--- config.mk ---
export PLATFORM = sky130hd
export DESIGN_NAME = bfi_ctrl
export DESIGN_NICKNAME = d
export VERILOG_FILES = /design/src/hdl/bfi_pkg.sv /design/src/hdl/bfi_ctrl.sv
export SDC_FILE = /design/constraint.sdc
export NUM_CORES = 1
export LEC_CHECK = 0
export BUFFER_PORTS_ARGS = -buffer_cell sky130_fd_sc_hd__buf_2
export CORE_MARGIN = 5
export CORE_UTILIZATION = 35
export DETAILED_ROUTE_END_ITERATION = 10
export SYNTH_ARGS = -nofsm -noshare
export SYNTH_HDL_FRONTEND = slang
export SYNTH_SLANG_ARGS = --single-unit
export TNS_END_PERCENT = 30
--- constraint.sdc ---
create_clock -name clk -period 1.8 [get_ports clk]
set_input_delay 0 -clock clk [delete_from_list [all_inputs] [get_ports clk]]
set_output_delay 0 -clock clk [all_outputs]
set_load 0.02 [all_outputs]
--- src/hdl/bfi_pkg.sv ---
`default_nettype none

package bfi_pkg;

  localparam int ACTION_W    = 2;
  localparam int INDEX_W     = 8;
  localparam int DATA_W      = 64;
  localparam int START_W     = 14;
  localparam int COUNT_W     = 15;
  localparam int FUNC_W      = 2;
  localparam int HI_W        = 16;
  localparam int RECIP_SHIFT = 20;

  typedef enum logic [ACTION_W-1:0] {
    ACT_WRITE = 2'd0,
    ACT_READ  = 2'd1,
    ACT_RANGE = 2'd2
  } bfi_action_t;

  typedef enum logic [FUNC_W-1:0] {
    FN_KEEP   = 2'd0,
    FN_CLEAR  = 2'd1,
    FN_SET    = 2'd2,
    FN_INVERT = 2'd3
  } bfi_func_t;

  typedef enum logic [3:0] {
    ST_CLEAR,
    ST_IDLE,
    ST_DECODE,
    ST_MUL,
    ST_SETUP,
    ST_RD_FIRST,
    ST_RMW,
    ST_RD_WAIT,
    ST_DONE
  } bfi_state_t;

  typedef struct packed {
    logic latch;
    logic clr_wr;
    logic word_wr;
    logic word_rd;
    logic setup;
    logic rd_cur;
    logic rmw_wr;
    logic rd_next;
    logic advance;
    logic set_err;
    logic cap_read;
    logic load_out;
  } bfi_cmd_t;

  typedef struct packed {
    logic [ACTION_W-1:0] action;
    logic                idx_ok;
    logic                range_err;
    logic                range_nop;
    logic                clr_last;
    logic                more_words;
  } bfi_status_t;

endpackage

`default_nettype wire

--- src/hdl/bfi_ctrl.sv ---
`default_nettype none

module bfi_ctrl (
  input  wire logic                 clk,
  input  wire logic                 rst_n,
  input  wire logic                 in_valid,
  output      logic                 in_ready,
  output      logic                 out_valid,
  input  wire logic                 out_ready,
  input  wire bfi_pkg::bfi_status_t sts,
  output      bfi_pkg::bfi_cmd_t    cmd
);

  import bfi_pkg::*;

  bfi_state_t state_r, state_nxt;
  logic       out_valid_r, out_valid_nxt;

  always_ff @(posedge clk) begin
    if (!rst_n) begin
      state_r     <= ST_CLEAR;
      out_valid_r <= 1'b0;
    end else begin
      state_r     <= state_nxt;
      out_valid_r <= out_valid_nxt;
    end
  end

  always_comb begin
    state_nxt     = state_r;
    cmd           = '0;
    out_valid_nxt = out_valid_r && !out_ready;
    in_ready      = 1'b0;
    unique case (state_r)
      ST_CLEAR: begin
        cmd.clr_wr  = 1'b1;
        cmd.advance = 1'b1;
        if (sts.clr_last) begin
          state_nxt = ST_IDLE;
        end
      end
      ST_IDLE: begin
        in_ready = 1'b1;
        if (in_valid) begin
          cmd.latch = 1'b1;
          state_nxt = ST_DECODE;
        end
      end
      ST_DECODE: begin
        state_nxt = ST_DONE;
        unique case (sts.action)
          ACT_WRITE: cmd.word_wr = sts.idx_ok;
          ACT_READ: begin
            if (sts.idx_ok) begin
              cmd.word_rd = 1'b1;
              state_nxt   = ST_RD_WAIT;
            end
          end
          ACT_RANGE: begin
            if (sts.range_err) begin
              cmd.set_err = 1'b1;
            end else if (!sts.range_nop) begin
              state_nxt = ST_MUL;
            end
          end
          default: state_nxt = ST_DONE;
        endcase
      end
      ST_MUL: state_nxt = ST_SETUP;
      ST_SETUP: begin
        cmd.setup = 1'b1;
        state_nxt = ST_RD_FIRST;
      end
      ST_RD_FIRST: begin
        cmd.rd_cur = 1'b1;
        state_nxt  = ST_RMW;
      end
      ST_RMW: begin
        cmd.rmw_wr = 1'b1;
        if (sts.more_words) begin
          cmd.rd_next = 1'b1;
          cmd.advance = 1'b1;
        end else begin
          state_nxt = ST_DONE;
        end
      end
      ST_RD_WAIT: begin
        cmd.cap_read = 1'b1;
        state_nxt    = ST_DONE;
      end
      ST_DONE: begin
        if (!out_valid_r || out_ready) begin
          cmd.load_out  = 1'b1;
          out_valid_nxt = 1'b1;
          state_nxt     = ST_IDLE;
        end
      end
    endcase
  end

  assign out_valid = out_valid_r;

endmodule

`default_nettype wire

; ---- Yosys cells after proc, flatten, opt, wreduce, memory -nomap -nowiden
; Cells that the tools add are included.
[classes]
reduce_logical = 7
n_eq_ne = 14
muxes = 30
[ops]
columns = op, n
row1 = $pmux W4 S9, 1
row2 = $mux W4, 7
row3 = $mux W1, 17
row4 = $eq A4 B3 Y1 const B, 4
row5 = $eq A4 B2 Y1 const B, 2
row6 = $ne A2 B2 Y1 const B, 4
row7 = $pmux W4 S2, 1
row8 = $mux W2, 3
row9 = $eq A4 B1 Y1 const B, 1
row10 = $eq A4 B4 Y1 const B, 1
row11 = $logic_not A4 Y1, 1
row12 = $reduce_and A4 Y1, 1
row13 = $eq A2 B1 Y1 const B, 1
row14 = $eq A2 B2 Y1 const B, 1
row15 = $logic_not A1 Y1, 2
row16 = $logic_not A2 Y1, 1
row17 = $pmux W1 S2, 1
row18 = $logic_and A1 B1 Y1, 1
row19 = $logic_or A1 B1 Y1, 1
[totals]
reg_bits = 5
input_bits = 11
word_cells = 53
output_inout_bits = 14

; ---- Logic depth before layout (Yosys ltp)
; Gate-level depths: netlist (run 1).
[logic_depth]
word_depth = 4
ltp_mapped = 6
mapped_depth_nobuf = 6

; ---- Least setup slack after synthesis (run 1)
; OpenSTA, ideal clock, no wires.
[synth_timing]
kind = reg-to-output
from = register state_r[1]
to = output port cmd[11] in the netlist's numbering
arrival_ps = 1234
n_path_buf = 1
stages_incl_launch_ff = 6
slack_ps = 566
required_time_ps = 1800
path_cell_list = dfxtp_1 buf_6 nor2_1 nand2_1 nor2_1 and2_1
[synth_lines]
columns = item, line
row1 = start: declaration, bfi_ctrl.sv:16  ; bfi_state_t state_r, state_nxt;
row2 = start signal: assignment, bfi_ctrl.sv:24  ; state_r <= state_nxt;
row3 = end: declaration, bfi_ctrl.sv:11  ; output bfi_pkg::bfi_cmd_t cmd

==> results.yml, run 1 <==
cells_and_area:
  drive_gt1_share_pct: 38.5
  area_growth_pct: 26.4
  final_common_cell: "buf_2"
  diodes: 0
  final_cell_mix: "buf_2 (24), nand2_1 (7), nor2_1 (6)"
  fin_nets: 106
grt:
  antenna_found_initial: 0
  globalRouteTotalUtil_pct: 12.2
  overflow: 0
  grt_max_degree: 15
  grt_pass1_wl_mm: 2.37
  grt_pass1_vias: 523
route:
  ant_nets: 0
  firstDrtPassIters: 4
  viasPerCell: 5.11
  wire_per_inst_um: 12.1
  num_vias: 547
  first_iter_violations: 11
  drc: 0
  wirelength_mm: 1.30
floorplan:
  coreArea_mm2: 0.00147
  row_count: 14
  initial_core_util_pct: 35.8
  fp.dieW_um: 48.8
  pin_count: 25
  die_h_um: 48.8
  dieArea_mm2: 0.00238
timing:
  drv_slew: 0
  skew_ns: 0.00568
  fin_crit_ns: 1.65
  rsz0062_at_grt: "no"
  worstMarginPinSlew_ns: 0.464
  slew_headroom_pct: 69.0
  fmax_ghz: 0.605
  setup_viol: 0
  post-route-period-util_pct: 91.9
  whs_ns: 0.0316
  fin_setup_tns_ns: 0
  timing.final.hold_violations: 0
yosys:
  yosysUniqueCellTypes: 32
  syn_nets: 80
  ys_ff_latch: 5
  syn_inst: 66
  ys_seq_area_share_pct: 19.0
  syn-cell-area_um2: 527
  syn_avg_cell_area_um2: 7.98
  yosysWarningCount: 0
worst_setup_path:
  path_class: "reg -> out"
  cp-start-kind: "flop"
  path_max_fanout: 10
  end_kind: "output pin"
  arrival_ns: 1.65
  cp_data_required_time_ns: 1.80
clocking:
  cts_sinks: 5
  cts_tree: "yes"
  cts_buffer_depth: 2
  postCtsResizedCells: 0
  root_buffer: "clkbuf_4"
  htree_levels: 1
  cts_made_buffers: 3
  cts_setup_buffers: 0
  cts_hold_buf: 0
  cts.clk_slew.worst_paths_ns: 0.05
  clk_latency_ns: 0.25
power:
  p_leak_uw: 0.000336
  peakVddDrop_mv: 0.342
  p_per_area_mw_per_mm2: 665
min_path:
  hp-class: "in -> reg"
place:
  dpl.hpwl_mm: 1.03
  portBuffers: 24
  globalplace.congestion: 0.701
outcome:
  status: "finished, final reports clean"
flow_run:
  drv_cap: 0
metal layers:
metal	routed length, um	vias up	track usage (%)
met2	588	22	18.3
met1	582	242	15.5
met3	105	2	4.28
met4	21	0	5.38
met5	0	-	0
li1	-	281	-
flip-flops by register name, summed over array words and instances (netlist names):
register / cells
out_valid: 1
state_r: 4
metrics by stage:
stage | instance area, um2 | utilization [%] | cells | total power, uW | setup WS (ns)
2_1_floorplan | 527 | - | 66 | 266 | 0.566
3_3_place_gp | 639 | 43.5 | 103 | 309 | 0.309
3_5_place_dp | 639 | 43.5 | 103 | 309 | 0.314
4_1_cts | 666 | 45.2 | 107 | 447 | 0.147
5_1_grt | 666 | 45.2 | 107 | 479 | 0.0181
6_report | 666 | 45.2 | 107 | 443 | 0.146
critical path: stages, from the launching register on:
cell	delay, ns
dfxtp_1	0.60
nand2b_4	0.10
nor3_1	0.33
and3_1	0.21
buf_2	0.16
synthesized netlist by cell type, drive strengths merged:
cell | count | area share, %
a2111oi | 1 | 5.2
a21boi | 1 | 1.4
a21oi | 3 | 3.6
a22o | 1 | 1.7
a31oi | 1 | 1.2
a32oi | 1 | 1.7
and2 | 1 | 1.2
and3 | 4 | 4.7
and4b | 1 | 1.9
buf | 3 | 5.2
dfxtp | 5 | 19
ha | 3 | 7.1
inv | 6 | 4.3
nand2 | 7 | 5.0
nand2b | 3 | 5.0
nand3 | 1 | 0.95
nor2 | 7 | 5.5
nor2b | 2 | 2.4
nor3 | 4 | 3.8
nor3b | 1 | 1.4
nor4b | 2 | 7.4
o2111ai | 1 | 1.7
o21a | 2 | 2.8
o21ai | 4 | 3.8
or3 | 1 | 2.1
report_power, final:
part           switching, uW  internal, uW
Clock                   51.2          84.2
Sequential              26.6           119
Combinational           90.1          71.9
Total                    168           275
cell type report:
cell class,count,area [um2]
Timing Repair Buffer,24,120
Clock buffer,4,26.3
Tap cell,16,20.0
Fill cell,160,806
Inverter,6,22.5
Multi-Input combinational cell,52,377
Sequential cell,5,100
logic make-up after synthesis:
kind of cell / synth area share [%]
simple gates: 41.3
flops: 19.0
compound gates: 23.0
buf+inv: 9.50
fa+ha+maj: 7.13
final timing paths:
check                   from          to  slack, ns  cells after the start
setup / recovery  state_r[1]      cmd[8]       0.15                      4
hold / removal         rst_n   out_valid       0.03                      2
setup reg to reg  state_r[1]  state_r[0]       0.31                      4
hold reg to reg   state_r[3]  state_r[2]       0.64                      1
Power figures use the tool's default switching activity.
==> run 2, diff against run 1 <==
Settings changed: CAP_MARGIN set to 40, CORE_MARGIN 5 to 4.
==> results.yml, run 2 (synthesis results as in run 1) <==
timing:
  fmax_ghz: 0.607
  rsz0062_at_grt: "no"
  fin_setup_tns_ns: 0
  drv_slew: 0
  worstMarginPinSlew_ns: 0.481
  timing.final.hold_violations: 0
  setup_viol: 0
  skew_ns: 0.000964
  post-route-period-util_pct: 91.5
  slew_headroom_pct: 67.9
  fin_crit_ns: 1.65
cells_and_area:
  final_cell_mix: "buf_2 (24), nand2_1 (7), nor2_1 (6)"
  final_common_cell: "buf_2"
  largest_reg_flops: 4
  diodes: 0
  drive_gt1_share_pct: 39.6
  area_growth_pct: 26.4
  n_fill_cell: 154
  largest_register: "state_r"
  fin_nets: 106
power:
  power.total_uw: 443
  p_leak_uw: 0.000337
  peakVddDrop_mv: 0.346
  pwr-share-seq_pct: 33.2
  p_clk_share_pct: 30.3
  p_sw_uw: 167
  p_int_uw: 276
  combPwrFrac_pct: 36.5
  p_per_area_mw_per_mm2: 665
  switching_share_pct: 37.8
worst_setup_path:
  path_depth: 4
  arrival_ns: 1.65
  r2r_cells: 4
  timing.rr.start: "state_r[0]"
  slowest_delay_ns: 0.61
  cp_cell_sequence: "nand2b_1 > or3_4 > inv_2 > buf_2"
  r2r_slack_ns: 0.32
  path_max_fanout: 12
  cp_top_family: "flip-flops"
  end_kind: "output pin"
  cp_data_required_time_ns: 1.80
  crit_path_top_delay_cell: "dfxtp_1"
  path_class: "reg -> out"
  reg2reg_to: "state_r[0]"
  cp-start-kind: "flop"
  path_buf_inv: 2
place:
  portBuffers: 24
  globalplace.congestion: 0.738
  dpl.hpwl_mm: 1.04
clocking:
  clk_latency_ns: 0.24
  cts_setup_buffers: 0
  cts.clk_slew.worst_paths_ns: 0.05
  htree_levels: 1
  cts_sinks: 5
  cts_tree: "yes"
  cts_made_buffers: 3
  cts_hold_buf: 0
  root_buffer: "clkbuf_4"
  postCtsResizedCells: 0
  cts_buffer_depth: 2
route:
  ant_nets: 0
  drc: 0
  viasPerCell: 5.09
  wirelength_mm: 1.35
  first_iter_violations: 5
  num_vias: 540
  wire_per_inst_um: 12.8
  firstDrtPassIters: 4
floorplan:
  fp.dieW_um: 46.8
  die_h_um: 46.8
  pin_count: 25
  coreArea_mm2: 0.00137
  row_count: 13
  initial_core_util_pct: 38.6
  dieArea_mm2: 0.00219
min_path:
  min_from: "rst_n"
  hp-class: "in -> reg"
  holdPathStages: 2
  hold_end: "out_valid"
grt:
  antenna_found_initial: 0
  overflow: 0
  globalRouteTotalUtil_pct: 14.9
  grt_pass1_wl_mm: 2.24
  grt_max_degree: 15
  grt_pass1_vias: 512
flow_run:
  drv_cap: 0
outcome:
  status: "finished, final reports clean"
==> run 2: area by class of cell <==
class	instances	area, um2	area share, %
Clock buffer	4	26.3	3.95
Inverter	6	22.5	3.38
Multi-Input combinational cell	52	377	56.6
Sequential cell	5	101	15.2
Tap cell	15	18.8	2.82
Timing Repair Buffer	24	120	18.0
==> run 2: worst max-delay path by stage <==
| stage | startpoint | endpoint | slack, ns |
|---|---|---|---|
| after floorplan | state_r[1] | cmd[11] | 0.57 |
| after global placement | state_r[1] | state_r[0] | 0.32 |
| after detailed placement | state_r[1] | state_r[0] | 0.30 |
| after CTS | state_r[1] | cmd[2] | 0.13 |
| after global routing | state_r[2] | cmd[4] | 0.07 |
| final | state_r[2] | cmd[4] | 0.15 |
==> run 2: per-layer routing <==
metal / track usage, % / share of wire, % / up-vias
li1: - / - / 283
met1: 17.2 / 44 / 237
met2: 24.4 / 47 / 18
met3: 5.75 / 7.0 / 2
met4: 6.63 / 1.3 / 0
met5: 0 / 0 / -
==> run 2: power by group through the flow <==
stage | Clock (uW) | Combinational (uW) | Sequential, uW
2_1_floorplan | 0 | 139 | 128
3_3_place_gp | 0 | 161 | 148
3_5_place_dp | 0 | 162 | 149
4_1_cts | 142 | 163 | 147
5_1_grt | 146 | 179 | 151
6_report | 134 | 162 | 147
==> run 2: metrics by stage <==
stage	util (%)	cells	hold WS, ns	setup slack [ns]	cell area [um2]
finish	48.7	106	0.0390	0.154	666
global route	48.7	106	0.0418	0.0719	666
CTS	48.6	106	0.0261	0.131	664
detailed placement	46.7	102	0.293	0.297	638
global placement	46.7	102	0.293	0.317	638
floorplan	-	66	0.115	0.566	527
==> run 3, diff against run 2 <==
Settings changed: PLACE_DENSITY set to 0.65.
==> results.yml, run 3 (synthesis results as in run 1) <==
cells_and_area:
  diodes: 0
  n_fill_cell: 146
  largest_reg_flops: 4
  fin_nets: 106
  area_growth_pct: 26.4
  final_util_pct: 48.7
  drive_gt1_share_pct: 39.6
  finalNonFillerCells: 106
  final_cell_mix: "buf_2 (24), nand2_1 (7), nor2_1 (6)"
  final_common_cell: "buf_2"
  largest_register: "state_r"
timing:
  setup_viol: 0
  skew_ns: 0.00231
  timing.final.hold_violations: 0
  post-route-period-util_pct: 90.7
  drv_slew: 0
  worstMarginPinSlew_ns: 0.469
  fin_crit_ns: 1.63
  fin_setup_tns_ns: 0
  slew_headroom_pct: 68.7
  rsz0062_at_grt: "no"
  fmax_ghz: 0.613
floorplan:
  coreArea_mm2: 0.00137
  fp.dieW_um: 46.8
  row_count: 13
  die_h_um: 46.8
  initial_core_util_pct: 38.6
  dieArea_mm2: 0.00219
  pin_count: 25
clocking:
  postCtsResizedCells: 0
  cts.clk_slew.worst_paths_ns: 0.04
  cts_tree: "yes"
  cts_buffer_depth: 2
  root_buffer: "clkbuf_4"
  clk_latency_ns: 0.24
  htree_levels: 1
  cts_sinks: 5
  cts_made_buffers: 3
  cts_setup_buffers: 0
  cts_hold_buf: 0
power:
  p_leak_uw: 0.000337
  p_per_area_mw_per_mm2: 655
  peakVddDrop_mv: 0.302
worst_setup_path:
  path_buf_inv: 2
  cp_top_family: "flip-flops"
  crit_end: "cmd[4]"
  slowest_delay_ns: 0.58
  path_class: "reg -> out"
  cp-start-kind: "flop"
  cp-startpoint: "state_r[2]"
  cp_data_required_time_ns: 1.80
  end_kind: "output pin"
  reg2reg_to: "state_r[0]"
  path_max_fanout: 12
  arrival_ns: 1.63
  path_depth: 4
  crit_path_top_delay_cell: "dfxtp_1"
  r2r_slack_ns: 0.34
  cp_cell_sequence: "nand2b_1 > or3_4 > inv_2 > buf_2"
  r2r_cells: 4
  timing.rr.start: "state_r[0]"
place:
  globalplace.congestion: 0.799
  dpl.hpwl_mm: 1.06
  placed_cells: 102
  portBuffers: 24
route:
  viasPerCell: 5.08
  firstDrtPassIters: 4
  wirelength_mm: 1.27
  first_iter_violations: 7
  num_vias: 538
  wire_per_inst_um: 12.0
  drc: 0
  ant_nets: 0
grt:
  grt_pass1_vias: 472
  antenna_found_initial: 0
  grt_max_degree: 15
  globalRouteTotalUtil_pct: 13.0
  overflow: 0
  grt_pass1_wl_mm: 2.05
min_path:
  hp-class: "in -> reg"
flow_run:
  drv_cap: 0
outcome:
  status: "finished, final reports clean"
-- run 3: cell counts in the layout (fill, tap and decap cells not counted) --
No cell type changed its count.
-- run 3: power breakdown --
group | internal [uW] | switching, uW | total, uW | leakage, uW
clock | 83.8 | 45.7 | 129 | 0.0000150
combinational | 71.9 | 88.7 | 161 | 0.000280
sequential | 120 | 26.6 | 146 | 0.0000412
-- run 3: per-stage QoR --
step	total power (uW)	hold slack (ns)	setup slack, ns	instance area [um2]
6_report	436	0.0440	0.168	666
5_1_grt	473	0.0447	0.0642	666
4_1_cts	444	0.0363	0.154	664
3_5_place_dp	310	0.297	0.326	638
3_3_place_gp	309	0.293	0.340	638
2_1_floorplan	266	0.115	0.566	527
-- run 3: layout make-up --
class | count | area [um2] | area share, %
clock buffer | 4 | 26.3 | 3.95
sequential | 5 | 101 | 15.2
tap | 15 | 18.8 | 2.82
multi-input combinational | 52 | 377 | 56.6
timing repair buffer | 24 | 120 | 18.0
inverter | 6 | 22.5 | 3.38
-- run 3: worst min path at each step --
stage | end | depth (start not counted) | from
6_report | out_valid | 2 | rst_n
3_5_place_dp | out_valid | 2 | rst_n
2_1_floorplan | state_r[1] | 2 | rst_n
5_1_grt | out_valid | 2 | rst_n
4_1_cts | out_valid | 2 | rst_n
3_3_place_gp | state_r[1] | 3 | rst_n
-- run 3: metal layers --
layer	part of all wire, %	track usage (%)	up-vias
li1	-	-	286
met1	46	16.9	233
met2	47	20.3	19
met3	6.8	4.60	0
met4	0	3.31	0
met5	0	0	-
